### src/sqrs_sqrt.sv
module sqrs_sqrt #(
	parameter int D_W    = 66,
	parameter int SIDE_W = 1
) (
	input  logic              clk,
	input  logic              arst_n,
	input  logic              en,
	input  logic [D_W-1:0]    rad,
	input  logic [SIDE_W-1:0] side_in,
	output logic [D_W/2-1:0]  root,
	output logic [SIDE_W-1:0] side_out
);
	localparam int RW = D_W / 2;
	localparam int MW = RW + 2;
	localparam int TW = MW + 2;

	logic [D_W-1:0]    rad_s  [RW+1];
	logic [MW-1:0]     rem_s  [RW+1];
	logic [RW-1:0]     root_s [RW+1];
	logic [SIDE_W-1:0] side_s [RW+1];

	always_ff @(posedge clk or negedge arst_n) begin
		if (!arst_n) begin
			side_s[0] <= '0;
		end else if (en) begin
			side_s[0] <= side_in;
		end
	end

	always_ff @(posedge clk) begin
		if (en) begin
			rad_s[0]  <= rad;
			rem_s[0]  <= '0;
			root_s[0] <= '0;
		end
	end

	// one root bit per stage, two radicand bits consumed
	for (genvar k = 0; k < RW; k++) begin : g_step
		logic [TW-1:0] cur;
		logic [TW-1:0] trial;
		logic          fit;

		assign cur   = {rem_s[k], rad_s[k][D_W-1 -: 2]};
		assign trial = {2'b00, root_s[k], 2'b01};
		assign fit   = cur >= trial;

		always_ff @(posedge clk or negedge arst_n) begin
			if (!arst_n) begin
				side_s[k+1] <= '0;
			end else if (en) begin
				side_s[k+1] <= side_s[k];
			end
		end

		always_ff @(posedge clk) begin
			if (en) begin
				rem_s[k+1]  <= fit ? MW'(cur - trial) : cur[MW-1:0];
				root_s[k+1] <= {root_s[k][RW-2:0], fit};
				rad_s[k+1]  <= {rad_s[k][D_W-3:0], 2'b00};
			end
		end
	end

	assign root     = root_s[RW];
	assign side_out = side_s[RW];

endmodule

### config.mk
export PLATFORM = sky130hd
export DESIGN_NAME = sqrs_sqrt
export DESIGN_NICKNAME = d
export VERILOG_FILES = /design/src/sqrs_sqrt.sv
export SDC_FILE = /design/constraint.sdc
export NUM_CORES = 2
export LEC_CHECK = 0
export BUFFER_PORTS_ARGS = -buffer_cell sky130_fd_sc_hd__clkbuf_2
export CAP_MARGIN = 20
export CORE_MARGIN = 5
export CORE_UTILIZATION = 45
export CTS_CLUSTER_SIZE = 10
export DETAILED_ROUTE_END_ITERATION = 10
export PLACE_DENSITY = 0.71
export SYNTH_ARGS = -nofsm -noshare
export SYNTH_HDL_FRONTEND = slang
export SYNTH_MEMORY_MAX_BITS = 65536
export SYNTH_SLANG_ARGS = --single-unit
### constraint.sdc
create_clock -name clk -period 7.1 [get_ports clk]
set_input_delay 2.13 -clock clk [delete_from_list [all_inputs] [get_ports clk]]
set_output_delay 2.13 -clock clk [all_outputs]
set_load 0.01 [all_outputs]
==> results.md <==
- Post-CTS sizing: 0
- GR Overflow Total: 0
- Vias/cell: between 5 and 6
- Status: finished clean
- Post-synth EDFFs: between 2k and 3k
- Routed Antenna Nets: 0
- Register area share after synthesis: between 60% and 70%
- Post-synth cell types: between 90 and 100
- Vias in the first global route: 76.2k
- Ys flop type: edfxtp_1
- Fin. max-slew vios: 0
- Initial drt markers: roughly 6.0k
- Hold buffers post-CTS: 0
- Mapped Area: 0.128 mm²
- CP top delay family: compound AO/OA/AOI/OAI gates
- Worst-path cell chain: ha_1 > a21oi_1 > a21oi_1 > o21ai_0 > o21ai_1 > a311o_1 > a31oi_1 > o21bai_1 > nor3_2 > clkinv_1 > buf_4 > mux2_2
- Sum Neg Setup Slack: 0 ns
- Min Tclk post-route: 4.67 ns
- Peak fanout along the critical path: 29
- Die width: 543 µm
- Initial Utilization: a little under half
- I/O Buffers: approximately 100
- CP Buf/Inv Count: 2
- H-tree depth: 5
- Type of origin of the critical path: flop
- Peak VDD IR: approximately 0.22 mV
- Root buf cell: clkbuf_16
- Clk buf depth: 4
- Detailed Route WL: around 260000 µm
- WP data required: approximately 7.7 ns
- DR WL/cell: between 15 and 20 µm
- Worst Path Arrival: about 5.3 ns
- Top cells by count, synth: edfxtp_1, inv_1, nand2_1, ha_1, a21oi_1
- CP max-delay cell: clkinv_1
- Yosys top cell by area: edfxtp_1
- LEAKAGE: between 50 and 60 nW
- Setup CP Type: reg2reg
- CORE AREA: roughly 0.28 mm²
- Worst-skew pair later-pin latency: 0.92 ns
- Most used standard cell by instance count after synthesis: edfxtp_1
- Most used cell, CP: a21oi_1
- CTS tree: done
- Final setup violation count: 0
- Slew @ Worst Pin: 1.06 ns
- Final #Nets: between 10k and 15k
- Share of the synthesized area in the top cell type: between 60% and 70%
- Initial antenna violation count: 4
- Avg Synthesized Cell Area: roughly 13 µm²
- Hold Path Class: reg2reg
- Mapped Cells: between 9k and 10k
- Die Ht: between 500 and 600 µm
- Worst Skew: 0.0907 ns
- All-Layer GR Usage: 17.0%
- Crit end category: flop
- Pwr per Cell Area: 322 mW/mm²
- Die area: approximately 0.30 mm²
- Worst slew margin: 29.3%
- Syn Nets: 10.5k
- Placer Congestion: 0.925
- Sink Count: about 2.8k
- Pwr Total: between 40 and 50 mW
- Layout cells sized above 1: between 7 and 8%
- Main area contributors after synthesis: edfxtp_1, ha_1, xor2_1
- Row count: about 200
- Postcts setup bufs: 0
- Final Hold Fails: 0
- RSZ-0062 raised after global routing: false
- FILL cells: 23.8k
- I/O pin total: about 100
- Max-Cap Viols: 0
- Pre-Repair DR Iteration Count: 7
- Syn. warnings: 0
- Area grow syn2layout: 11.2%
- Final period utilization: around 66%
- Via count: ~76k
- Achievable frequency: about 210 MHz
- CTS buffer count: between 300 and 400
- DRC: 0
- Async set or reset register ratio after synthesis: under 10%
- First-pass GRT wire length: roughly 400000 µm
- HPWL Detailed: between 150000 and 200000 µm
- CTS clk-pin slew, worst paths: roughly 0.050 ns
- Pin count of the biggest net entering global routing: 194
- FF+latch count, synth: ~2.8k
- Max incr delay on CP: around 0.79 ns
placed cells by master, fill, tap and decap left out, types with 330 or more instances in the layout:
cell       count
a21oi_1      591
edfxtp_1    2750
inv_1        741
nand2_1      710
ha_1         596
o21ai_0      520
xnor2_1      448
xor2_1       449
nor2_1       576
clkbuf_16    330
state kept, by name, summed over array words and instances, names as in the netlist:
| signal | flops |
|---|---|
| side_s | 33 |
| side_out | 1 |
| rem_s | 1067 |
| root_s | 561 |
| rad_s | 1122 |
cell families after synthesis:
family                     after synthesis  synth area share (%)
DFF                                   2784                  65.2
muxes                                  114                 0.999
AOI/OAI and AO/OA                     1945                  9.37
and+or+nand+nor                       2527                  9.70
other                                    1               0.00293
adders and majority gates              596                  5.83
xor gates and xnor gates               897                  6.14
buffers and inverters                  924                  2.74
power breakdown:
part / switching, mW / leakage, nW / total (mW) / internal, mW
clock: 6.13 / 4.37 / 14.5 / 8.42
sequential: 1.41 / 26.9 / 22.1 / 20.7
combinational: 5.31 / 22.7 / 9.05 / 3.75
total: 12.8 / 53.9 / 45.7 / 32.9
routing by layer:
metal,GRT usage [%],vias to the layer above,wire [µm],part of all wire (%)
met5,0,-,0,0
met4,5.41,0,8030,3.1
met3,2.56,534,12100,4.7
met2,30.2,1904,129000,50
met1,21.4,37000,108000,42
li1,-,36700,-,-
per-stage QoR:
stage	cells	hold WS [ns]	instance area, µm²	worst slack, ns	utilization, %
2_1_floorplan	9788	0.400	128000	3.69	-
3_3_place_gp	13500	0.400	133000	2.42	47.2
3_5_place_dp	13500	0.405	133000	2.44	47.2
4_1_cts	14000	0.363	142000	2.40	50.3
5_1_grt	14000	0.377	142000	2.01	50.3
6_report	14000	0.367	142000	2.43	50.3
path summary, 6_finish.rpt:
kind	endpoint	slack, ns	cells after the start	startpoint
setup / recovery	rem_s[32][8]	2.43	12	rem_s[31][4]
hold / removal	rad_s[18][45]	0.37	0	rad_s[17][43]
setup reg to reg	rem_s[32][8]	2.43	12	rem_s[31][4]
hold reg to reg	rad_s[18][45]	0.37	0	rad_s[17][43]
max in group asynchronous	side_s[23]	5.29	1	arst_n
min in group asynchronous	side_s[33]	1.30	1	arst_n
area by class of cell:
cell class                 instances  area, µm²  share of cell area, %
inverter                         747       2800                   1.97
sequential                      2784      83400                   58.7
multi-input combinational       6080      41100                   28.9
tap                             3743       4680                   3.29
clock inverter                    49        518                  0.364
antenna                            1       2.50                0.00176
clock buffer                     379       8440                   5.93
timing repair buffer             173       1280                  0.903
worst reg2reg max path, delay by kind of cell, from the launching register on:
kind	cells	cell delay, ns
buf+inv	2	1.31
fa+ha+maj	1	0.40
mux	1	0.34
simple gates	1	0.46
compound gates	7	1.51
flops	1	0.39
(Power assumes the default switching activity.)
